File: src/sv/half_grid_downsampler_macros.svh
// Assertion macros shared by the half grid downsampler modules.
`ifndef HALF_GRID_DOWNSAMPLER_MACROS_SVH
`define HALF_GRID_DOWNSAMPLER_MACROS_SVH

// Checks a property on every rising edge of aclk outside reset.
`define HGD_ASSERT(lbl, prop, msg) \
    lbl: assert property (@(posedge aclk) disable iff (!aresetn) (prop)) \
        else $error(msg);

// Checks that the consequent holds in the cycle after the antecedent.
`define HGD_ASSERT_NEXT(lbl, ante, cons, msg) \
    `HGD_ASSERT(lbl, (ante) |=> (cons), msg)

`endif

File: src/sv/hgd_pkg.sv
// Shared types and constants of the half grid downsampler.
`default_nettype none

package hgd_pkg;

    localparam int FRAME_WIDTH_BITS  = 11;
    localparam int FRAME_HEIGHT_BITS = 16;
    localparam int CFG_DATA_BITS     = 16;
    localparam int CFG_INDEX_BITS    = 2;

    typedef logic [CFG_INDEX_BITS-1:0]    cfg_index_t;
    typedef logic [FRAME_HEIGHT_BITS-1:0] row_count_t;

    localparam cfg_index_t REG_FRAME_WIDTH  = 2'd0;
    localparam cfg_index_t REG_FRAME_HEIGHT = 2'd1;

    localparam logic [FRAME_WIDTH_BITS-1:0]  RESET_FRAME_WIDTH  = 11'd1024;
    localparam logic [FRAME_HEIGHT_BITS-1:0] RESET_FRAME_HEIGHT = 16'd1024;

    // Vertical operation applied to one horizontally filtered value.
    typedef enum logic [2:0] {
        VOP_EDGE,
        VOP_STORE,
        VOP_STORE_OUT,
        VOP_ACC,
        VOP_PAIR_OUT,
        VOP_PAIR_STORE
    } vop_t;

    typedef struct packed {
        vop_t op;
        logic row_end;
        logic frame_end;
    } hgd_ctl_t;

    typedef struct packed {
        logic       width_odd;
        logic       height_odd;
        row_count_t height_last;
    } hgd_shape_t;

endpackage

`default_nettype wire

File: src/sv/hgd_hfilter.sv
// Raster position tracking, horizontal filter and the input register stage.
`default_nettype none

module hgd_hfilter #(
    parameter int MAX_WIDTH   = 1024,
    parameter int SAMPLE_BITS = 16
) (
    input  wire logic                                     aclk,
    input  wire logic                                     aresetn,
    input  wire logic                                     s_valid,
    output logic                                          s_ready,
    input  wire logic signed [SAMPLE_BITS-1:0]            s_sample,
    input  wire logic [$clog2(MAX_WIDTH)-1:0]             width_last,
    input  wire hgd_pkg::hgd_shape_t                      shape,
    input  wire logic                                     restart,
    input  wire logic                                     s1_ready,
    output logic                                          s1_valid,
    output hgd_pkg::hgd_ctl_t                             s1_ctl,
    output logic signed [SAMPLE_BITS+1:0]                 s1_hq,
    output logic [(((MAX_WIDTH+1)/2) > 1 ? $clog2((MAX_WIDTH+1)/2) : 1)-1:0] s1_addr,
    output logic                                          rd_en,
    output logic [(((MAX_WIDTH+1)/2) > 1 ? $clog2((MAX_WIDTH+1)/2) : 1)-1:0] rd_addr
);

    `include "half_grid_downsampler_macros.svh"

    localparam int CB       = $clog2(MAX_WIDTH);
    localparam int VP_DEPTH = (MAX_WIDTH + 1) / 2;
    localparam int AB       = (VP_DEPTH > 1) ? $clog2(VP_DEPTH) : 1;
    localparam int HW       = SAMPLE_BITS + 2;

    logic [CB-1:0]       col_reg, col_next;
    hgd_pkg::row_count_t row_reg, row_next;
    logic signed [HW-1:0] hp_reg, hp_next;

    logic                 s1_valid_reg, s1_valid_next;
    hgd_pkg::hgd_ctl_t    s1_ctl_reg;
    logic signed [HW-1:0] s1_hq_reg;
    logic [AB-1:0]        s1_addr_reg;

    logic                 accept;
    logic                 last_col;
    logic                 last_row;
    logic                 hv;
    logic signed [HW-1:0] hq;
    logic signed [HW-1:0] s_x1;
    logic signed [HW-1:0] s_x2;
    logic signed [HW-1:0] s_x4;
    hgd_pkg::vop_t        op;

    assign s_ready  = !s1_valid_reg || s1_ready;
    assign accept   = s_valid && s_ready;
    assign last_col = (col_reg == width_last);
    assign last_row = (row_reg == shape.height_last);

    assign s_x1 = {{2{s_sample[SAMPLE_BITS-1]}}, s_sample};
    assign s_x2 = {s_sample[SAMPLE_BITS-1], s_sample, 1'b0};
    assign s_x4 = {s_sample, 2'b00};

    always_comb begin
        hv      = 1'b0;
        hq      = s_x4;
        hp_next = hp_reg;
        if (shape.width_odd) begin
            if (col_reg == '0 || last_col) begin
                hv = 1'b1;
                hq = s_x4;
            end else if (col_reg[0]) begin
                if (32'(col_reg) >= 32'd3) begin
                    hv = 1'b1;
                    hq = hp_reg + s_x1;
                end
                hp_next = s_x1;
            end else begin
                hp_next = hp_reg + s_x2;
            end
        end else begin
            if (col_reg[0]) begin
                hv = 1'b1;
                hq = hp_reg + s_x2;
            end else begin
                hp_next = s_x2;
            end
        end
    end

    always_comb begin
        if (shape.height_odd) begin
            if (row_reg == '0 || last_row) begin
                op = hgd_pkg::VOP_EDGE;
            end else if (row_reg[0]) begin
                op = (row_reg >= 16'd3) ? hgd_pkg::VOP_STORE_OUT : hgd_pkg::VOP_STORE;
            end else begin
                op = hgd_pkg::VOP_ACC;
            end
        end else begin
            op = row_reg[0] ? hgd_pkg::VOP_PAIR_OUT : hgd_pkg::VOP_PAIR_STORE;
        end
    end

    always_comb begin
        col_next = col_reg;
        row_next = row_reg;
        if (restart) begin
            col_next = '0;
            row_next = '0;
        end else if (accept) begin
            if (last_col) begin
                col_next = '0;
                row_next = last_row ? '0 : row_reg + 16'd1;
            end else begin
                col_next = col_reg + CB'(1);
            end
        end
    end

    always_comb begin
        s1_valid_next = s1_valid_reg;
        if (accept) begin
            s1_valid_next = hv;
        end else if (s1_ready) begin
            s1_valid_next = 1'b0;
        end
    end

    always_ff @(posedge aclk) begin
        if (!aresetn) begin
            col_reg      <= '0;
            row_reg      <= '0;
            hp_reg       <= '0;
            s1_valid_reg <= 1'b0;
        end else begin
            col_reg      <= col_next;
            row_reg      <= row_next;
            s1_valid_reg <= s1_valid_next;
            if (restart) begin
                hp_reg <= '0;
            end else if (accept) begin
                hp_reg <= hp_next;
            end
        end
    end

    always_ff @(posedge aclk) begin
        if (accept) begin
            s1_ctl_reg.op        <= op;
            s1_ctl_reg.row_end   <= last_col;
            s1_ctl_reg.frame_end <= last_col && last_row;
            s1_hq_reg            <= hq;
            s1_addr_reg          <= rd_addr;
        end
    end

    assign rd_en    = accept;
    assign rd_addr  = AB'(col_reg >> 1);
    assign s1_valid = s1_valid_reg;
    assign s1_ctl   = s1_ctl_reg;
    assign s1_hq    = s1_hq_reg;
    assign s1_addr  = s1_addr_reg;

    `HGD_ASSERT_NEXT(a_s1_holds, s1_valid_reg && !s1_ready,
        s1_valid_reg && $stable(s1_hq_reg) && $stable(s1_addr_reg),
        "Stalled filter stage lost its contents.")
    `HGD_ASSERT(a_col_range, col_reg <= width_last, "Column position past the row end.")
    `HGD_ASSERT(a_row_range, row_reg <= shape.height_last, "Row position past the frame end.")

endmodule

`default_nettype wire

File: config.mk
export PLATFORM = sky130hd
export DESIGN_NAME = hgd_hfilter
export DESIGN_NICKNAME = d
export VERILOG_FILES = /design/src/sv/hgd_pkg.sv /design/src/sv/hgd_hfilter.sv
export VERILOG_INCLUDE_DIRS = /design/src /design/src/sv
export SDC_FILE = /design/constraint.sdc
export NUM_CORES = 1
export LEC_CHECK = 0
export ABC_AREA = 1
export BUFFER_PORTS_ARGS = -buffer_cell sky130_fd_sc_hd__buf_2
export CAP_MARGIN = 10
export CORE_ASPECT_RATIO = 0.9
export CORE_UTILIZATION = 55
export DETAILED_ROUTE_END_ITERATION = 10
export PLACE_DENSITY = 0.77
export SLEW_MARGIN = 20
export SYNTH_ARGS = -nofsm -noshare
export SYNTH_HDL_FRONTEND = slang
export SYNTH_SLANG_ARGS = --single-unit
File: constraint.sdc
create_clock -name aclk -period 3.11 [get_ports aclk]
set_clock_uncertainty 0.1 [all_clocks]
set_input_delay 0.7775 -clock aclk [delete_from_list [all_inputs] [get_ports aclk]]
set_output_delay 0.7775 -clock aclk [all_outputs]
set_load 0.005 [all_outputs]
After elaboration in Yosys (flattened, before gate mapping)
Index checks and enable logic that the tools add are counted.
{ "word_totals": {"regBits": 77, "out_inout_bits": 44, "word_cells": 55} }
{ "classes": {"addsub": 4, "n_lt_le_gt_ge": 2, "eq_ne": 4, "n_mux": 23, "bitwise_logic": 1, "n_reduce_logical": 12} }
{ "ops": {"columns": ["op", "n"], "rows": [
  ["2-to-1 mux 18 bit", 9],
  ["adder 18 x 16 -> 18 bit", 1],
  ["adder 18 x 17 -> 18 bit", 1],
  ["adder 16 x 1 -> 16 bit, second input constant", 1],
  ["== test 16 bit", 1],
  ["greater-or-equal comparator 16 x 2 -> 1 bit, second input constant", 1],
  ["logical NOT 16 bit", 1],
  ["2-to-1 mux 16 bit", 1],
  ["adder 10 x 1 -> 10 bit, second input constant", 1],
  ["== test 10 bit", 1],
  ["greater-or-equal comparator 10 x 2 -> 1 bit, second input constant", 1],
  ["logical NOT 10 bit", 1],
  ["2-to-1 mux 10 bit", 1],
  ["2-to-1 mux 1 bit", 8],
  ["2-to-1 mux 2 bit", 3],
  ["!= test 2 bit, second input constant", 2],
  ["logical OR 1 bit", 3],
  ["2-to-1 mux 3 bit", 1],
  ["AND reduction 3 bit", 1],
  ["logical AND 1 bit", 2],
  ["AND reduction 2 bit", 1],
  ["nonzero test 2 bit", 1],
  ["OR reduction 2 bit", 1],
  ["logical NOT 1 bit", 1],
  ["NOT 1 bit", 1]
]} }

Logic depth before layout (Yosys ltp)
Gate-level depths: netlist of run 1.
{ "logic_depth": {"word_depth": 6, "depth_mapped": 14, "mapped_depth_nobuf": 14} }

Worst setup path before layout of run 1
OpenSTA, ideal clock, no wires.
{ "synth_path": {"kind": "input -> output", "start": "input s1_ready", "end": "output rd_en", "arrival_ns": 1.866, "required_ns": 2.233, "setup_slack_ns": 0.366, "stages": 6, "n_path_buf": 2, "cell_sequence": "inv_1 nand2_1 nand2_1 inv_1 buf_2 buf_2"} }
{ "synth_via": {"elab_chain_len": 2} }
{ "synth_rtl": {"columns": ["item", "line_no", "text"], "rows": [
  ["start: declaration", "hgd_hfilter.sv:16", "input wire logic s1_ready,"],
  ["logical OR 1 bit", "hgd_hfilter.sv:51", "assign s_ready = !s1_valid_reg || s1_ready;"],
  ["named net s_ready", "hgd_hfilter.sv:11", "output logic s_ready,"],
  ["logical AND 1 bit", "hgd_hfilter.sv:52", "assign accept = s_valid && s_ready;"],
  ["end: declaration", "hgd_hfilter.sv:21", "output logic rd_en,"]
]} }
The timed path passes the listed nets, and every way through them passes these cells.

Worst setup path after layout of run 1
{ "layout_path": {"start": "input s1_ready", "end": "output rd_en"} }
{ "layout_via": {"elab_chain_len": 2} }
{ "layout_rtl": {"columns": ["item", "line_no"], "rows": [
  ["logical OR 1 bit", "hgd_hfilter.sv:51"],
  ["logical AND 1 bit", "hgd_hfilter.sv:52"]
]} }
Every way passes these cells.

==> summary.md, run 1 <==
| Metric | Value |
|---|---|
| Leakage | `3.59 nW` |
| Psw | `approximately 0.83 mW` |
| Crit end category | `output port` |
| Final Non-Filler Cells | `around 1.2k` |
| Commonest non-fill, non-tap cell in the layout | `nand2_1` |
| Initial antenna violation count | `0` |
| Global-route wire length before repair | `28.0 mm` |
| Iteration count of the initial detailed-routing pass | `6` |
| Die ar. | `approximately 12000 um^2` |
| Final Cell Area | `about 7200 um^2` |
| Shortest period the worst path allows | `2.67 ns` |
| Wire length per cell | `14.3 um` |
| Startpoint Class | `primary input` |
| Mapped Cells | `973` |
| Worst-path clk slew | `0.06 ns` |
| Cell count after placement | `1198` |
| Port bufs | `between 90 and 100` |
| FF+latch count, synth | `77` |
| Syn avg cell area | `6.51 um^2` |
| CTS tree | `done` |
| H-tree levels | `3` |
| Gr ovfl total | `0` |
| Worst Reg2Reg Path Length in Cells | `13` |
| Site row count | `36` |
| IO Pins | `93` |
| CTS Buffer Depth | `2` |
| Setup violators final | `0` |
| Ys flop type | `dfxtp_1` |
| EDFF count, synth | `32` |
| CTS Buf Count | `9` |
| Critical Path Fanout Max | `19` |
| Final period util | `~86%` |
| Worst Path Arrival | `around 1.8 ns` |
| Routed Antenna Nets | `0` |
| Hold Crit Depth | `2` |
| Clk pwr share | `38.7%` |
| Final wirelength | `~17 mm` |
| Placed Area | `6900 um^2` |
| Min-Delay Path Class | `reg -> reg` |
| CTS Root Cell | `clkbuf_16` |
| Iter 0 DRT Violations | `699` |
| GP Congestion | `~0.95` |
| Post-CTS Repair Setup Buffers | `0` |
| Area of the core | `11000 um^2` |
| DP HPWL | `~14 mm` |
| Crit path kind | `in -> out` |
| Yosys warning count | `0` |
| Rel. slew slack | `39.7%` |
| Die width | `115 um` |
| Area growth syn-to-layout | `13.7%` |
| Synth Cell Area | `6330 um^2` |
| Cts hold-fix bufs | `0` |
| Post-synthesis cell type count | `between 40 and 50` |
| Most frequent cells in the layout | `nand2_1 (300), nor2_1 (117), inv_1 (110)` |
| Largest net degree at the start of global routing | `20` |
| Max cap viols | `0` |
| Routed vias | `6450` |
| Vias in the first global route | `5778` |
| Fraction of registers with async set/reset | `0%` |
| Post-route DRC violation count | `0` |
| Status | `finished, final reports clean` |
| Unrepaired setup endpoints after global routing | `false` |
| # diodes | `0` |
| Sequential Power Share | `40.5%` |
| Share of cells above drive strength 1 | `between 10% and 20%` |
| WP data required | `around 2.2 ns` |
| Die H | `104 um` |
| Total negative slack | `0 ns` |
| Total global-route track usage | `a little under a third` |
| Mapped Nets | `1060` |
| Combinational power share | `20.8%` |
| Initial Utilization | `57.4%` |
| Pint | `1.93 mW` |
| Register area share after synthesis | `29.4%` |
| Max VDD drop | `0.240 mV` |
| Via-to-Cell Ratio | `5.31` |
| Final #Nets | `around 1.1k` |
| P per Cell Area | `383 nW/um^2` |
| Sw Share | `30.0%` |
| Filler cell count | `about 1.1k` |
| Final Hold Vio Count | `0` |
| Peak Freq | `0.375 GHz` |
| Worst Tran Pin Value | `around 0.90 ns` |
| Final-report max-slew violation count | `0` |
| CTS Sinks | `77` |
| Post-CTS sizing | `0` |
| Clock latency on the worst-skew pair | `0.35 ns` |
## synth_stat cells (6+ instances only)
master / instances / area, um^2
ha_1: 36 / 450
xor2_1: 26 / 228
a221oi_1: 6 / 52.6
buf_4: 11 / 82.6
edfxtp_1: 32 / 961
a21oi_1: 65 / 325
nor2_1: 117 / 439
o21ai_0: 26 / 130
inv_1: 111 / 417
nand3b_1: 13 / 97.6
nor3_1: 12 / 60.1
nand3_1: 72 / 360
buf_2: 8 / 40.0
inv_2: 6 / 22.5
nand4_1: 6 / 37.5
xnor2_1: 15 / 131
nand2_1: 300 / 1130
clkbuf_1: 9 / 33.8
dfxtp_1: 45 / 901
o211ai_1: 9 / 67.6
## kinds of logic (layout without fill, tap and decap cells)
kind of cell               count (synthesis)  in the layout  synth area share (%)
adders and majority gates                 38             38                  7.75
and+or+nand+nor                          542            542                  36.1
DFF                                       77             77                  29.4
xor gates and xnor gates                  41             41                  5.67
AOI/OAI and AO/OA                        124            124                  11.1
buffers and inverters                    151            240                  9.94
## final cells by class
cell class | instances | area [um^2] | area share [%]
multi-input combinational | 745 | 3840 | 53.4
sequential | 77 | 1860 | 25.9
timing repair buffer | 105 | 558 | 7.75
inverter | 119 | 448 | 6.22
clock buffer | 9 | 225 | 3.13
tap | 152 | 190 | 2.64
clock inverter | 7 | 73.8 | 1.03
## metrics by stage
stage	utilization [%]	setup WS, ns	total power, mW	hold WS, ns
after floorplan	-	0.366	1.51	0.356
after global placement	62.5	0.254	1.70	0.372
after detailed placement	62.5	0.235	1.70	0.378
after CTS	65.2	0.440	2.77	0.388
after global routing	65.2	0.323	2.89	0.408
final	65.2	0.442	2.76	0.390
## path summary, 6_finish.rpt
| check | startpoint | endpoint | slack (ns) |
|---|---|---|---|
| max reg2reg | col_reg[0]$_SDFFE_PP0P_ | s1_hq[13]$_DFFE_PP_ | 0.50 |
| min reg2reg | row_reg[4]$_SDFFE_PP0P_ | row_reg[4]$_SDFFE_PP0P_ | 0.39 |
| min | row_reg[4]$_SDFFE_PP0P_ | row_reg[4]$_SDFFE_PP0P_ | 0.39 |
| max | s1_ready | rd_en | 0.44 |
## worst max-delay path, cell delays in order
cell     delay, ns
buf_2         0.07
inv_1         0.03
nand2_1       0.08
nand2_1       0.21
inv_2         0.41
buf_2         0.20
## power groups by stage
stage | clock network [mW] | registers, mW | logic (mW)
5_1_grt | 1.13 | 1.12 | 0.638
3_3_place_gp | 0 | 1.14 | 0.557
2_1_floorplan | 0 | 1.14 | 0.369
6_report | 1.07 | 1.12 | 0.574
3_5_place_dp | 0 | 1.14 | 0.562
4_1_cts | 1.09 | 1.12 | 0.566
## layer usage
metal	global-route usage [%]	vias to the layer above	share of wire [%]
met5	0	-	0
met4	7.42	0	1.3
met3	5.73	21	6.2
met2	48.2	224	45
met1	41.2	2892	48
li1	-	3313	-
(Power assumes the default switching activity.)
==> inputs of run 2 (changes only) <==
--- a/config.mk
+++ b/config.mk
@@ -9,7 +9,6 @@
 export ABC_AREA = 1
 export BUFFER_PORTS_ARGS = -buffer_cell sky130_fd_sc_hd__buf_2
 export CAP_MARGIN = 10
-export CORE_ASPECT_RATIO = 0.9
 export CORE_UTILIZATION = 55
 export DETAILED_ROUTE_END_ITERATION = 10
 export PLACE_DENSITY = 0.77
==> run 2 against run 1 <==
Count of clock-buffer cells in the layout unchanged. Sequential share of layout area up 0.054 points. Combinational power decreased by 1%. Maximum frequency grew 5.5%. Final cell count fell by 1.2%. Register-to-register slack gained 0.28 ns. Core utilization decreased by 0.11 points. Sequential power is essentially flat. First-iteration DRC count is 31% lower. Global-route usage rose by 0.54 points. Wire length down 0.63%. Critical endpoint unchanged. Largest cell class unchanged. Largest power group is now the clock network.
==> summary.md, run 2 (synthesized netlist as in run 1, its figures left out) <==
| Metric | Value |
|---|---|
| H-tree levels | `3` |
| Final Hold Vio Count | `0` |
| Worst r2r src | `hp_reg[0]$_SDFFE_PP0P_` |
| Largest net degree at the start of global routing | `21` |
| Die width | `109 um` |
| Initial Utilization | `57.4%` |
| Crit path max-delay cell type | `inv_2` |
| Worst-path clk slew | `0.06 ns` |
| Vias in the first global route | `5904` |
| Min-Delay Path Class | `reg -> reg` |
| Met1 usage | `40.8%` |
| Iteration count of the initial detailed-routing pass | `6` |
| Iter 0 DRT Violations | `a little under 500` |
| Wire length per cell | `14.4 um` |
| CTS Root Cell | `clkbuf_16` |
| Slowest stage delay, CP | `0.31 ns` |
| Status | `finished, final reports clean` |
| Crit end category | `output port` |
| Routed Antenna Nets | `0` |
| Die H | `109 um` |
| Gr ovfl total | `0` |
| Critical Path Fanout Max | `12` |
| WP data required | `2.23 ns` |
| Min-delay src | `row_reg[4]$_SDFFE_PP0P_` |
| Gr busiest metal | `met2` |
| CTS Buf Count | `9` |
| Hold Path Sink | `row_reg[4]$_SDFFE_PP0P_` |
| DP HPWL | `13.4 mm` |
| Max cap viols | `0` |
| Worst Path Arrival | `about 1.7 ns` |
| Via-to-Cell Ratio | `5.38` |
| Leakage | `~3.6 nW` |
| Final-report max-slew violation count | `0` |
| Hold Crit Depth | `2` |
| RR Endpoint | `s1_hq[14]$_DFFE_PP_` |
| Peak Freq | `0.395 GHz` |
| Cell count after placement | `1183` |
| Worst Reg2Reg Path Length in Cells | `12` |
| Final Non-Filler Cells | `1199` |
| Max VDD drop | `0.422 mV` |
| IO Pins | `93` |
| Unrepaired setup endpoints after global routing | `false` |
| CTS tree | `done` |
| Post-CTS Repair Setup Buffers | `0` |
| Total global-route track usage | `30.6%` |
| Area growth syn-to-layout | `13.4%` |
| Initial antenna violation count | `0` |
| Worst Tran Pin Value | `approximately 0.52 ns` |
| R2R Setup Slk | `about 0.8 ns` |
| Area of the core | `around 11000 um^2` |
| # diodes | `0` |
| Total negative slack | `0 ns` |
| Post-route DRC violation count | `0` |
| Cts hold-fix bufs | `0` |
| Share of cells above drive strength 1 | `13.2%` |
| Global-route wire length before repair | `28.2 mm` |
| CP Cell Sequence | `buf_2 -> inv_1 -> nand2_1 -> nand2_1 -> inv_2 -> buf_2` |
| Final period util | `between 80 and 90%` |
| Final wirelength | `17.2 mm` |
| GP Congestion | `just over 1` |
| CTS Sinks | `77` |
| Crit path kind | `in -> out` |
| Most frequent cells in the layout | `nand2_1 (300), nor2_1 (117), inv_1 (110)` |
| Startpoint Class | `primary input` |
| P per Cell Area | `397 nW/um^2` |
| Post-CTS sizing | `0` |
| Met2 usage | `50.1%` |
| Site row count | `38` |
| Shortest period the worst path allows | `2.53 ns` |
| CTS Buffer Depth | `2` |
| Routed vias | `6450` |
| Die ar. | `11900 um^2` |
| Grt met3 use | `5.39%` |
| Final #Nets | `1141` |
| Rel. slew slack | `around two thirds` |
| Clock latency on the worst-skew pair | `between 0.3 and 0.4 ns` |
| Commonest non-fill, non-tap cell in the layout | `nand2_1` |
| Port bufs | `approximately 90` |
| Setup violators final | `0` |
run 2: cell types whose count changed in the layout (fill, tap and decap cells not counted), sizes merged:
cell and change:
inv +1, buf -3, clkinvlp -1, bufinv +1, clkinv -1
run 2: critical path, delay by kind of cell:
family                 cells  cell delay (ns)
and+or+nand+nor            2             0.29
buffers and inverters      4             0.59
run 2: stage by stage:
step | hold WS (ns) | power [mW] | setup slack, ns | cell area (um^2) | util (%)
finish | 0.388 | 2.85 | 0.581 | 7180 | 65.1
global route | 0.417 | 2.97 | 0.461 | 7180 | 65.1
CTS | 0.386 | 2.86 | 0.579 | 7180 | 65.1
detailed placement | 0.374 | 1.69 | 0.273 | 6860 | 62.2
global placement | 0.371 | 1.69 | 0.275 | 6860 | 62.2
floorplan | 0.356 | 1.51 | 0.366 | 6330 | -
run 2: layer usage:
layer	part of all wire, %	vias up
met4	1.7	0
li1	-	3317
met3	7.0	28
met2	46	247
met5	0	-
met1	45	2858
run 2: final cells by class:
class,count,area (um^2)
Clock inverter,7,96.3
Tap cell,140,175
Timing Repair Buffer,102,536
Multi-Input combinational cell,745,3840
Clock buffer,9,225
Fill cell,1052,3850
Sequential cell,77,1860
Inverter,119,448
run 2: how the worst max path moves through the flow:
stage,start,end,slack [ns],depth (start not counted)
after floorplan,s1_ready,rd_en,0.37,6
after global placement,s_sample[0],s1_hq[9]$_DFFE_PP_,0.28,10
after detailed placement,s_sample[0],s1_hq[14]$_DFFE_PP_,0.27,13
after CTS,s1_ready,rd_en,0.58,6
after global routing,s1_ready,rd_en,0.46,6
final,s1_ready,rd_en,0.58,6
run 2: report_power, final:
part / internal [mW] / switching (mW)
Combinational: 0.207 / 0.359
Clock: 0.707 / 0.464
Sequential: 1.10 / 0.0205
