[src/sv/half_grid_downsampler_macros.svh]
// Assertion macros shared by the half grid downsampler modules.
`ifndef HALF_GRID_DOWNSAMPLER_MACROS_SVH
`define HALF_GRID_DOWNSAMPLER_MACROS_SVH

// Checks a property on every rising edge of aclk outside reset.
`define HGD_ASSERT(lbl, prop, msg) \
    lbl: assert property (@(posedge aclk) disable iff (!aresetn) (prop)) \
        else $error(msg);

// Checks that the consequent holds in the cycle after the antecedent.
`define HGD_ASSERT_NEXT(lbl, ante, cons, msg) \
    `HGD_ASSERT(lbl, (ante) |=> (cons), msg)

`endif

[src/sv/hgd_pkg.sv]
// Shared types and constants of the half grid downsampler.
`default_nettype none

package hgd_pkg;

    localparam int FRAME_WIDTH_BITS  = 11;
    localparam int FRAME_HEIGHT_BITS = 16;
    localparam int CFG_DATA_BITS     = 16;
    localparam int CFG_INDEX_BITS    = 2;

    typedef logic [CFG_INDEX_BITS-1:0]    cfg_index_t;
    typedef logic [FRAME_HEIGHT_BITS-1:0] row_count_t;

    localparam cfg_index_t REG_FRAME_WIDTH  = 2'd0;
    localparam cfg_index_t REG_FRAME_HEIGHT = 2'd1;

    localparam logic [FRAME_WIDTH_BITS-1:0]  RESET_FRAME_WIDTH  = 11'd1024;
    localparam logic [FRAME_HEIGHT_BITS-1:0] RESET_FRAME_HEIGHT = 16'd1024;

    // Vertical operation applied to one horizontally filtered value.
    typedef enum logic [2:0] {
        VOP_EDGE,
        VOP_STORE,
        VOP_STORE_OUT,
        VOP_ACC,
        VOP_PAIR_OUT,
        VOP_PAIR_STORE
    } vop_t;

    typedef struct packed {
        vop_t op;
        logic row_end;
        logic frame_end;
    } hgd_ctl_t;

    typedef struct packed {
        logic       width_odd;
        logic       height_odd;
        row_count_t height_last;
    } hgd_shape_t;

endpackage

`default_nettype wire

[src/sv/hgd_config.sv]
// Configuration registers holding the effective frame shape.
`default_nettype none

module hgd_config #(
    parameter int MAX_WIDTH = 1024
) (
    input  wire logic                                aclk,
    input  wire logic                                aresetn,
    input  wire logic                                cfg_wr_en,
    input  wire hgd_pkg::cfg_index_t                 cfg_index,
    input  wire logic [hgd_pkg::CFG_DATA_BITS-1:0]   cfg_wdata,
    output logic [$clog2(MAX_WIDTH)-1:0]             width_last,
    output hgd_pkg::hgd_shape_t                      shape,
    output logic                                     restart
);

    localparam int CB = $clog2(MAX_WIDTH);

    logic [CB-1:0]       width_last_reg;
    logic                width_odd_reg;
    logic                height_odd_reg;
    hgd_pkg::row_count_t height_last_reg;

    logic                                     wr_width;
    logic                                     wr_height;
    logic [hgd_pkg::FRAME_WIDTH_BITS-1:0]     w_in;
    logic [hgd_pkg::FRAME_HEIGHT_BITS-1:0]    h_in;

    function automatic logic [CB-1:0] width_last_of(
        input logic [hgd_pkg::FRAME_WIDTH_BITS-1:0] w
    );
        if (w == '0) begin
            return '0;
        end else if (32'(w) > 32'(MAX_WIDTH)) begin
            return CB'(MAX_WIDTH - 1);
        end
        return CB'(32'(w) - 32'd1);
    endfunction

    function automatic logic width_odd_of(
        input logic [hgd_pkg::FRAME_WIDTH_BITS-1:0] w
    );
        if (w == '0) begin
            return 1'b1;
        end else if (32'(w) > 32'(MAX_WIDTH)) begin
            return 1'((MAX_WIDTH % 2) != 0);
        end
        return w[0];
    endfunction

    assign w_in = cfg_wdata[hgd_pkg::FRAME_WIDTH_BITS-1:0];
    assign h_in = cfg_wdata[hgd_pkg::FRAME_HEIGHT_BITS-1:0];

    always_comb begin
        wr_width  = 1'b0;
        wr_height = 1'b0;
        unique case (cfg_index)
            hgd_pkg::REG_FRAME_WIDTH:  wr_width  = cfg_wr_en;
            hgd_pkg::REG_FRAME_HEIGHT: wr_height = cfg_wr_en;
            default: begin
                wr_width  = 1'b0;
                wr_height = 1'b0;
            end
        endcase
    end

    always_ff @(posedge aclk) begin
        if (!aresetn) begin
            width_last_reg  <= width_last_of(hgd_pkg::RESET_FRAME_WIDTH);
            width_odd_reg   <= width_odd_of(hgd_pkg::RESET_FRAME_WIDTH);
            height_last_reg <= hgd_pkg::RESET_FRAME_HEIGHT - 16'd1;
            height_odd_reg  <= hgd_pkg::RESET_FRAME_HEIGHT[0];
        end else begin
            if (wr_width) begin
                width_last_reg <= width_last_of(w_in);
                width_odd_reg  <= width_odd_of(w_in);
            end
            if (wr_height) begin
                height_last_reg <= (h_in == '0) ? '0 : h_in - 16'd1;
                height_odd_reg  <= (h_in == '0) ? 1'b1 : h_in[0];
            end
        end
    end

    assign width_last        = width_last_reg;
    assign shape.width_odd   = width_odd_reg;
    assign shape.height_odd  = height_odd_reg;
    assign shape.height_last = height_last_reg;
    assign restart           = wr_width || wr_height;

endmodule

`default_nettype wire

[config.mk]
export PLATFORM = sky130hd
export DESIGN_NAME = hgd_config
export DESIGN_NICKNAME = d
export VERILOG_FILES = /design/src/sv/half_grid_downsampler_macros.svh /design/src/sv/hgd_pkg.sv /design/src/sv/hgd_config.sv
export SDC_FILE = /design/constraint.sdc
export NUM_CORES = 1
export LEC_CHECK = 0
export BUFFER_PORTS_ARGS = -buffer_cell sky130_fd_sc_hd__buf_4
export CAP_MARGIN = 30
export CORE_MARGIN = 1.5
export CORE_UTILIZATION = 30
export CTS_BUF_LIST = sky130_fd_sc_hd__clkbuf_8
export DETAILED_ROUTE_END_ITERATION = 8
export PLACE_DENSITY = 0.51
export SLEW_MARGIN = 20
export SYNTH_ARGS = -nofsm -noshare
export SYNTH_HDL_FRONTEND = slang
export SYNTH_SLANG_ARGS = --single-unit
[constraint.sdc]
create_clock -name aclk -period 4.1 [get_ports aclk]
set_input_delay 0.205 -clock aclk [delete_from_list [all_inputs] [get_ports aclk]]
set_output_delay 0.205 -clock aclk [all_outputs]
set_load 0.05 [all_outputs]
[After elaboration in Yosys (flattened, before gate mapping)]
Index checks and enable logic that the tools add are counted.
Cells by class
  add/subtract/negate cells: 2
  $lt $le $gt $ge: 1
  equal/unequal tests: 1
  mux-type cells: 14
  reductions and logical operators: 4
Operators by type and width (count)
  2-to-1 mux 10 bit: 3
  logical NOT 16 bit: 1
  2-to-1 mux 16 bit: 1
  subtractor 16 x 1 -> 16 bit, second input constant: 1
  greater-than comparator 11 bit, second input constant: 1
  logical NOT 11 bit: 1
  2-to-1 mux 1 bit: 10
  subtractor 10 x 1 -> 10 bit, second input constant: 1
  equality test 2 x 1 -> 1 bit, second input constant: 1
  logical NOT 2 bit: 1
  logical OR 1 bit: 1
Storage, ports and cells
  flip-flop bits (word level): 28
  input port bits: 21
  word-level logic and storage cells: 26

[Logic depth before layout (Yosys ltp)]
Gate-level depths: netlist (run 1).
  depth in word-level cells: 6
  gate-level depth with buffers: 8
  mapped depth without buffers: 7

[Worst setup path before layout (run 1)]
OpenSTA, ideal clock, no wires.
  kind: input-to-reg
  from: in cfg_wr_en
  to: reg width_last_reg[8], in the netlist width_last[8]
  data arrival time: 1842 ps
  data required time: 3978 ps
  slack: 2137 ps
  stages: 4
  buffers on the path: 0
  cells stage by stage: nor2b_1 -> nor2b_1 -> nand3_4 -> o32a_1
Between the ends
  word-level cells in the longest chain between the ends: 1
Ends and longest elaborated chain
  start, declared: RTL line hgd_config.sv:9  | input wire logic cfg_wr_en,
  2-to-1 mux 1 bit: RTL line hgd_config.sv:57  | unique case (cfg_index)
  end signal, assigned: RTL line hgd_config.sv:69  | width_last_reg <= width_last_of(hgd_pkg::RESET_FRAME_WIDTH);
  end signal, assigned: RTL line hgd_config.sv:75  | width_last_reg <= width_last_of(w_in);
  end, declared: RTL line hgd_config.sv:19  | logic [CB-1:0] width_last_reg;
No other way between the ends.
A chain may end at the register's enable or synchronous reset.

[Final worst setup path (run 1)]
  from: in cfg_wdata[0] (netlist name)
  to: reg width_last_reg[8], in the netlist width_last[8]
Between the ends
  word-level cells in the longest chain between the ends: 6
  elaborated cells between the ends (all ways): 9
  classes of those cells: add/sub (1); order compare (1); mux (6); reduce/logical (1)
Ends and longest elaborated chain
  start, declared: RTL line hgd_config.sv:11  | input wire logic [hgd_pkg::CFG_DATA_BITS-1:0] cfg_wdata,
  greater-than comparator 11 bit: RTL line hgd_config.sv:34  | end else if (32'(w) > 32'(MAX_WIDTH)) begin
  2-to-1 mux 1 bit: RTL line hgd_config.sv:34
  2-to-1 mux 1 bit: RTL line hgd_config.sv:32  | if (w == '0) begin
  2-to-1 mux 1 bit: RTL line hgd_config.sv:74  | if (wr_width) begin
  2-to-1 mux 1 bit: RTL line hgd_config.sv:68  | if (!aresetn) begin
  2-to-1 mux 10 bit (*): RTL line hgd_config.sv:37  | return CB'(32'(w) - 32'd1);
Mark *: on every way between the ends. The rest lies on a longest branch, timed or not. The select of a mux whose other input is x is not followed.

==> insert_results.sql, run 1 <==
INSERT INTO impl_metrics (metric_group, metric, value, unit) VALUES
('cells_and_area', 'post-route-cell-area', '1810', 'µm²'),
('floorplan', 'fp.dieArea', '4870', 'µm²'),
('clock_tree', 'cts_max_path_buffers', '2', ''),
('worst_setup_path', 'critPathMaxFanout', '8', ''),
('sta', 'max_slew_margin', '0.598', ''),
('placement', 'placed_cell_area', '1740', 'µm²'),
('global_route', 'grt_max_degree', '17', ''),
('synthesis', 'ys_dominant_reg_cell', 'sky130_fd_sc_hd__dfxtp_1', ''),
('pwr', 'max-vdd-ir-drop', '0.000192', 'V'),
('worst_setup_path', 'cp_data_required_time', '4270', 'ps'),
('worst_setup_path', 'crit_path_start_kind', 'input pin', ''),
('hold_path', 'timing.hold.worst.class', 'input pin to register', ''),
('global_route', 'grt_overflow', '0', ''),
('outcome', 'outcome', 'completed', ''),
('cells_and_area', 'final-instance-count-excl-fill', '244', ''),
('sta', 'timing_worst_slew_pin_value', '598', 'ps'),
('cells_and_area', 'num_antenna_cells', '0', ''),
('routing', 'initial_drt_pass_iterations', '4', ''),
('synthesis', 'synth_cell_type_count', '39', ''),
('worst_setup_path', 'critPathKind', 'input pin to register', ''),
('worst_setup_path', 'worstSetupPathDepth', '8', ''),
('floorplan', 'die-height', '69.8', 'µm'),
('hold_path', 'holdPathStages', '2', ''),
('worst_setup_path', 'r2r_setup_slack', '3300', 'ps'),
('floorplan', 'core.rowCount', '24', ''),
('clock_tree', 'cts.sink_count', '28', ''),
('routing', 'drt.antenna.violating_nets', '0', ''),
('sta', 'finalHoldViolCount', '0', ''),
('worst_setup_path', 'rr_worst_depth', '2', ''),
('synthesis', 'number_of_instances_in_the_synthesized_netlist', '146', ''),
('synthesis', 'ys_seq_elements', '28', ''),
('clock_tree', 'post_cts_resize_count', '0', ''),
('clock_tree', 'tritoncts', 'built', ''),
('clock_tree', 'clock_insertion_delay_worst_skew', '270', 'ps'),
('sta', 'time_the_worst_path_needs_with_i_o_delays_and_setup', '1830', 'ps'),
('synthesis', 'post_synth_instance_area', '1340', 'µm²'),
('sta', 'timing.final.max_slew_violations', '0', ''),
('synthesis', 'post-synth-top-area-fraction', '0.419', ''),
('placement', 'dp_hpwl', '2710', 'µm'),
('global_route', 'initial_antenna_violation_count', '0', ''),
('pwr', 'swShare', '0.280', ''),
('routing', 'drt-wirelength-per-cell', '14.2', 'µm'),
('synthesis', 'synth_sequential_area_ratio', '0.419', ''),
('placement', 'gpl.final_weighted_congestion', '0.710', ''),
('routing', 'route.detailed.drc', '0', ''),
('synthesis', 'edff_count_synth', '0', ''),
('worst_setup_path', 'timing.critical_path.cells', 'buf_4 > inv_1 > ha_1 > nor3b_4 > nand2_2 > o41ai_4 > nand3_4 > o32a_1', ''),
('worst_setup_path', 'slowest_stage', 'sky130_fd_sc_hd__o41ai_4', ''),
('pwr', 'power_frac_comb', '0.207', ''),
('sta', 'timing.final.crit_share', '0.445', ''),
('clock_tree', 'cts_setup_buffers', '0', ''),
('worst_setup_path', 'regToRegStartpoint', 'height_last_reg[10]$_SDFFE_PN0P_', ''),
('synthesis', 'syn-num-nets', '168', ''),
('sta', 'clock-skew-final', '0', 'ps'),
('worst_setup_path', 'crit_start', 'cfg_wdata[0]', ''),
('sta', 'fmaxAchievable', '548', 'MHz'),
('cells_and_area', 'layout-area-overhead-vs-synth', '35.0', '%'),
('worst_setup_path', 'crit_family', 'compound AO/OA/AOI/OAI gates', ''),
('floorplan', 'die_x', '69.8', 'µm'),
('worst_setup_path', 'timing.critical_path.buf_inv', '2', ''),
('cells_and_area', 'fillers', '462', ''),
('pwr', 'internal_power', '0.460', 'mW'),
('synthesis', 'yosys_warnings', '0', ''),
('clock_tree', 'clock_tree.root_cell', 'sky130_fd_sc_hd__clkbuf_8', ''),
('global_route', 'grt_pass1_vias', '1155', ''),
('routing', 'drt_iter0_drc', '34', ''),
('worst_setup_path', 'r2r_end', 'height_last_reg[10]$_SDFFE_PN0P_', ''),
('routing', 'avgViaCountPerCell', '4.88', ''),
('routing', 'wl', '3460', 'µm'),
('cells_and_area', 'final_layout_size_suffix_gt1_frac', '0.323', ''),
('clock_tree', 'cts-htree-levels', '1', '');
Yosys cell counts (2+ instances only):
cell type / number
sky130_fd_sc_hd__o21ai_0: 13
sky130_fd_sc_hd__buf_4: 2
sky130_fd_sc_hd__o22a_1: 7
sky130_fd_sc_hd__nand2_1: 8
sky130_fd_sc_hd__nand3_1: 2
sky130_fd_sc_hd__a211oi_1: 4
sky130_fd_sc_hd__a21oi_1: 12
sky130_fd_sc_hd__clkbuf_1: 3
sky130_fd_sc_hd__nor2b_1: 4
sky130_fd_sc_hd__xnor2_1: 6
sky130_fd_sc_hd__inv_1: 3
sky130_fd_sc_hd__nor4_2: 3
sky130_fd_sc_hd__nand2b_1: 2
sky130_fd_sc_hd__dfxtp_1: 28
sky130_fd_sc_hd__xor2_1: 5
sky130_fd_sc_hd__nor2_1: 20
sky130_fd_sc_hd__nor4_1: 2
stage by stage:
stage | utilization | total power [mW]
floorplan | - | 0.375
global route | 0.418 | 0.669
CTS | 0.418 | 0.645
finish | 0.418 | 0.639
global placement | 0.401 | 0.428
detailed placement | 0.401 | 0.429
final cells by class:
| type | count | area [µm²] | share of cell area |
|---|---|---|---|
| multi-input cells | 108 | 731 | 0.404 |
| flip-flops and latches | 28 | 561 | 0.310 |
| repair buffers | 49 | 368 | 0.204 |
| well taps | 52 | 65.1 | 0.0360 |
| clock buffers | 3 | 41.3 | 0.0229 |
| clock inverters | 1 | 30.0 | 0.0166 |
| inverters | 3 | 11.3 | 0.00623 |
cells by family (layout without fill, tap and decap cells):
family,after synthesis,in the layout,share of synthesized area
xor gates and xnor gates,11,11,0.0720
and+or+nand+nor,49,49,0.219
adders and majority gates,1,1,0.00934
AOI/OAI and AO/OA,46,46,0.238
muxes,1,1,0.00748
DFF,28,28,0.419
buffers and inverters,10,56,0.0355
worst min-delay path by stage:
stage | startpoint | to | slack [ps]
finish | cfg_wdata[0] | height_last_reg[0]$_SDFFE_PN1P_ | 170
global route | cfg_wdata[0] | height_last_reg[0]$_SDFFE_PN1P_ | 160
CTS | cfg_wdata[0] | height_last_reg[0]$_SDFFE_PN1P_ | 170
detailed placement | cfg_wdata[0] | height_last_reg[0]$_SDFFE_PN1P_ | 470
global placement | width_last[0]$_SDFFE_PN1P_ | width_last[0]$_SDFFE_PN1P_ | 450
floorplan | cfg_wdata[0] | height_last_reg[0]$_SDFFE_PN1P_ | 320
layout by cell type (no fill, tap or decap), drive strengths merged, types with 2 or more instances in the layout:
cell type	n
o21ai	14
buf	49
nor2b	4
nand3	3
o22a	7
xnor2	6
clkbuf	3
xor2	5
a21oi	12
a211oi	5
nand2b	2
nand2	9
dfxtp	28
inv	3
nor2	20
nor4	5
routing by layer:
metal / wire, µm / track usage / vias up
met5: 0 / 0 / -
met4: 19 / 0.0449 / 0
met3: 148 / 0.0276 / 2
met2: 1580 / 0.229 / 26
met1: 1720 / 0.198 / 546
li1: - / - / 616
power by group through the flow:
stage          clock network (mW)  logic [mW]  registers, mW
6_report                    0.218       0.132          0.289
5_1_grt                     0.237       0.141          0.291
4_1_cts                     0.223       0.133          0.290
3_5_place_dp                    0       0.133          0.296
3_3_place_gp                    0       0.132          0.295
2_1_floorplan                   0      0.0445          0.331
(Power assumes the default switching activity.)
==> run 2: changes to the inputs <==
Settings changed: ABC_AREA set to 1, PLACE_DENSITY 0.51 to 0.5.
Clock period 4.1 ns to 1.7 ns, I/O delays scaled along.
==> run 2 against run 1 <==
Net effect: power increased by 130%; worst setup slack got worse by 1800 ps; synthesized area increased by 8.2%; via count increased by 19%; largest cell class unchanged.
==> insert_results.sql, run 2 <==
INSERT INTO impl_metrics (metric_group, metric, value, unit) VALUES
('pwr', 'p_per_area', '778', 'nW/µm²'),
('routing', 'route.detailed.drc', '0', ''),
('sta', 'timing.final.max_slew_violations', '0', ''),
('synthesis', 'ys_dominant_reg_cell', 'sky130_fd_sc_hd__dfxtp_1', ''),
('global_route', 'initial_antenna_violation_count', '0', ''),
('worst_setup_path', 'slowest_stage', 'sky130_fd_sc_hd__a21oi_4', ''),
('synthesis', 'yosys_warnings', '0', ''),
('synthesis', 'synthSimpleGateAreaFrac', '0.397', ''),
('worst_setup_path', 'cp_data_required_time', '1880', 'ps'),
('placement', 'gpl.final_weighted_congestion', '0.786', ''),
('synthesis', 'synth_sequential_area_ratio', '0.387', ''),
('clock_tree', 'clock_insertion_delay_worst_skew', '270', 'ps'),
('synthesis', 'post_synthesis_mux_area_share', '0', ''),
('sta', 'rsz_0062_raised_after_global_routing', 'false', ''),
('pwr', 'power_frac_comb', '0.245', ''),
('floorplan', 'core.rowCount', '25', ''),
('routing', 'drt_iter0_drc', '52', ''),
('cells_and_area', 'final_core_utilization', '0.406', ''),
('sta', 'fmaxAchievable', '844', 'MHz'),
('worst_setup_path', 'worstSetupPathDepth', '9', ''),
('global_route', 'grt_overflow', '0', ''),
('pwr', 'swShare', '0.316', ''),
('routing', 'wl', '3860', 'µm'),
('synthesis', 'synth_compound_gate_area_share', '0.0864', ''),
('clock_tree', 'cts_setup_buffers', '0', ''),
('floorplan', 'die_x', '72.5', 'µm'),
('worst_setup_path', 'crit_path_frequent_cell', 'sky130_fd_sc_hd__nand2_1', ''),
('global_route', 'grt_pass1_vias', '1396', ''),
('worst_setup_path', 'r2r_setup_slack', '1040', 'ps'),
('pwr', 'internal_power', '1.01', 'mW'),
('clock_tree', 'cts.hold.buffers_added', '0', ''),
('worst_setup_path', 'regToRegStartpoint', 'height_odd_reg$_SDFFE_PN0P_', ''),
('global_route', 'grt_max_degree', '17', ''),
('floorplan', 'fp.dieArea', '5260', 'µm²'),
('cells_and_area', 'final_layout_size_suffix_gt1_frac', '0.282', ''),
('cells_and_area', 'fillers', '512', ''),
('pwr', 'cellLeakagePower', '0.892', 'nW'),
('clock_tree', 'tritoncts', 'built', ''),
('synthesis', 'synth_top_family_by_area', 'simple AND/OR/NAND/NOR gates', ''),
('floorplan', 'die-height', '72.5', 'µm'),
('synthesis', 'number_of_instances_in_the_synthesized_netlist', '207', ''),
('hold_path', 'hp-start', 'aresetn', ''),
('clock_tree', 'cts_max_path_buffers', '2', ''),
('synthesis', 'netlist.top_cell.by_area', 'sky130_fd_sc_hd__dfxtp_1', ''),
('routing', 'avgViaCountPerCell', '4.60', ''),
('floorplan', 'core_region_area', '4690', 'µm²'),
('worst_setup_path', 'crit_arrival', '1360', 'ps'),
('synthesis', 'post_synth_instance_area', '1450', 'µm²'),
('sta', 'timing.final.crit_share', '0.697', ''),
('sta', 'finalHoldViolCount', '0', ''),
('clock_tree', 'cts.sink_count', '28', ''),
('worst_setup_path', 'critPathMaxFanout', '16', ''),
('clock_tree', 'cts-buffers-inserted', '3', ''),
('routing', 'drt-wirelength-per-cell', '12.5', 'µm'),
('sta', 'setup_tns', '0', 'ps'),
('hold_path', 'whs_endpoint', 'width_last[0]$_SDFFE_PN1P_', ''),
('cells_and_area', 'layout-area-overhead-vs-synth', '31.5', '%'),
('clock_tree', 'post_cts_resize_count', '0', ''),
('cells_and_area', 'commonest_cells_after_routing_fill_and_taps_aside', '76 x sky130_fd_sc_hd__nand2_1, 51 x sky130_fd_sc_hd__buf_4, 28 x sky130_fd_sc_hd__dfxtp_1, 20 x sky130_fd_sc_hd__nand3_1, 17 x sky130_fd_sc_hd__nor2_1', ''),
('worst_setup_path', 'cp-end-kind', 'register', ''),
('floorplan', 'initial_core_util', '0.309', ''),
('pwr', 'pwr-share-seq', '0.475', ''),
('sta', 'max_slew_margin', '0.649', ''),
('sta', 'time_the_worst_path_needs_with_i_o_delays_and_setup', '1180', 'ps'),
('synthesis', 'post_synth_adder_cell_area', '0.00864', ''),
('synthesis', 'post-synth-top-area-fraction', '0.387', ''),
('floorplan', 'pin_count', '50', ''),
('synthesis', 'synth_most_common_cell', 'sky130_fd_sc_hd__nand2_1', ''),
('synthesis', 'ys_seq_elements', '28', ''),
('hold_path', 'holdPathStages', '2', ''),
('clock_tree', 'clock_tree.root_cell', 'sky130_fd_sc_hd__clkbuf_8', ''),
('global_route', 'grt_util_all_layers', '0.158', ''),
('placement', 'port_buffers', '49', ''),
('synthesis', 'edff_count_synth', '0', ''),
('clock_tree', 'cts-htree-levels', '1', ''),
('pwr', 'p_clk_frac', '0.279', ''),
('synthesis', 'post_synth.cell_area_avg', '7.00', 'µm²'),
('worst_setup_path', 'r2r_end', 'height_odd_reg$_SDFFE_PN0P_', ''),
('hold_path', 'timing.hold.worst.class', 'input pin to register', ''),
('cells_and_area', 'num_antenna_cells', '0', ''),
('pwr', 'switching_power', '0.468', 'mW'),
('worst_setup_path', 'crit_family', 'simple AND/OR/NAND/NOR gates', ''),
('worst_setup_path', 'critPathKind', 'input pin to register', ''),
('sta', 'hold_ws', '48.4', 'ps'),
('pwr', 'max-vdd-ir-drop', '0.000305', 'V'),
('routing', 'initial_drt_pass_iterations', '4', ''),
('synthesis', 'synth_cell_type_count', '24', ''),
('outcome', 'outcome', 'completed', ''),
('synthesis', 'syn-num-nets', '229', ''),
('synthesis', 'parity_gate_share_of_the_synthesized_area_counting_xor_and_xnor_cells', '0.0484', ''),
('synthesis', 'post_synth_main_area_contributors', 'sky130_fd_sc_hd__dfxtp_1 39%, sky130_fd_sc_hd__nand2_1 20%, sky130_fd_sc_hd__nand3_1 6.9%, sky130_fd_sc_hd__a21oi_1 5.5%, sky130_fd_sc_hd__nor2_1 4.4%', ''),
('worst_setup_path', 'timing.critical_path.cells', 'buf_4 > inv_1 > ha_1 > nand2_4 > nor2_8 > a21oi_4 > nand2_1 > nand2_1 > nor2_1', ''),
('worst_setup_path', 'timing.critical_path.buf_inv', '2', ''),
('sta', 'setup-violations-final', '0', ''),
('synthesis', 'ys_async_sr_fraction', '0', ''),
('cells_and_area', 'most_frequent_standard_cell_in_the_layout_excluding_fill_and_tap_cells', 'sky130_fd_sc_hd__nand2_1', ''),
('routing', 'drt.antenna.violating_nets', '0', ''),
('sta', 'clock-skew-final', '0', 'ps'),
('worst_setup_path', 'worst_path_largest_cell_delay', '400', 'ps'),
('global_route', 'grt_pass1_wl', '6350', 'µm'),
('clock_tree', 'clock_slew_at_reported_path_ffs', '100', 'ps'),
('cells_and_area', 'max_reg_flops', '16', ''),
('run', 'number_of_max_cap_violations', '0', ''),
('worst_setup_path', 'crit_path_start_kind', 'input pin', ''),
('synthesis', 'synth_commonest_cells', '76 x sky130_fd_sc_hd__nand2_1, 28 x sky130_fd_sc_hd__dfxtp_1, 20 x sky130_fd_sc_hd__nand3_1', ''),
('routing', 'via_count', '1422', ''),
('worst_setup_path', 'rr_worst_depth', '2', ''),
('sta', 'timing_worst_slew_pin_value', '526', 'ps'),
('cells_and_area', 'design.final.nets', '278', ''),
('placement', 'dp_hpwl', '3050', 'µm');
-- run 2: how the worst max path moves through the flow --
stage                      start                               end  slack, ps
floorplan              cfg_wr_en  height_last_reg[12]$_SDFFE_PN0P_        510
global placement    cfg_wdata[0]       height_odd_reg$_SDFFE_PN0P_        260
detailed placement  cfg_wdata[0]       height_odd_reg$_SDFFE_PN0P_        220
CTS                 cfg_wdata[0]  height_last_reg[15]$_SDFFE_PN0P_        520
global route        cfg_wdata[0]  height_last_reg[15]$_SDFFE_PN0P_        390
finish              cfg_wdata[0]       height_odd_reg$_SDFFE_PN0P_        520
-- run 2: layout make-up --
class / count / area, µm² / share of cell area
clock buffers: 4 / 55.1 / 0.0289
inverters: 15 / 56.3 / 0.0295
multi-input cells: 157 / 783 / 0.411
flip-flops and latches: 28 / 561 / 0.294
well taps: 54 / 67.6 / 0.0355
repair buffers: 51 / 383 / 0.201
-- run 2: kinds of logic after synthesis --
kind of cell	Yosys count
AO/OA/AOI/OAI	21
flip-flops	28
adder cells (fa/ha/maj)	1
XOR/XNOR	8
buffers and inverters	22
AND/OR/NAND/NOR	127
-- run 2: metrics by stage --
| stage | instances | instance area (µm²) | worst slack (ps) | power (mW) |
|---|---|---|---|---|
| 6_report | 309 | 1910 | 515 | 1.48 |
| 5_1_grt | 309 | 1910 | 387 | 1.56 |
| 4_1_cts | 309 | 1910 | 521 | 1.50 |
| 3_5_place_dp | 305 | 1850 | 217 | 1.09 |
| 3_3_place_gp | 305 | 1850 | 256 | 1.09 |
| 2_1_floorplan | 207 | 1450 | 514 | 0.953 |
-- run 2: routing by layer --
metal,part of all wire,GRT usage
met5,0,0
met4,0.015,0.0587
met3,0.063,0.0278
met2,0.43,0.255
met1,0.49,0.210
-- run 2: power by group through the flow --
stage | Clock, mW | Combinational (mW) | Sequential [mW]
finish | 0.414 | 0.363 | 0.704
global route | 0.455 | 0.392 | 0.709
CTS | 0.432 | 0.367 | 0.705
detailed placement | 0 | 0.366 | 0.720
global placement | 0 | 0.367 | 0.720
floorplan | 0 | 0.134 | 0.819
-- run 2: worst register-to-register path: cells and delay by family (launching register included) --
family,cells,cell delay (ps)
flip-flops,1,340
AND/OR/NAND/NOR,1,60
AO/OA/AOI/OAI,1,160
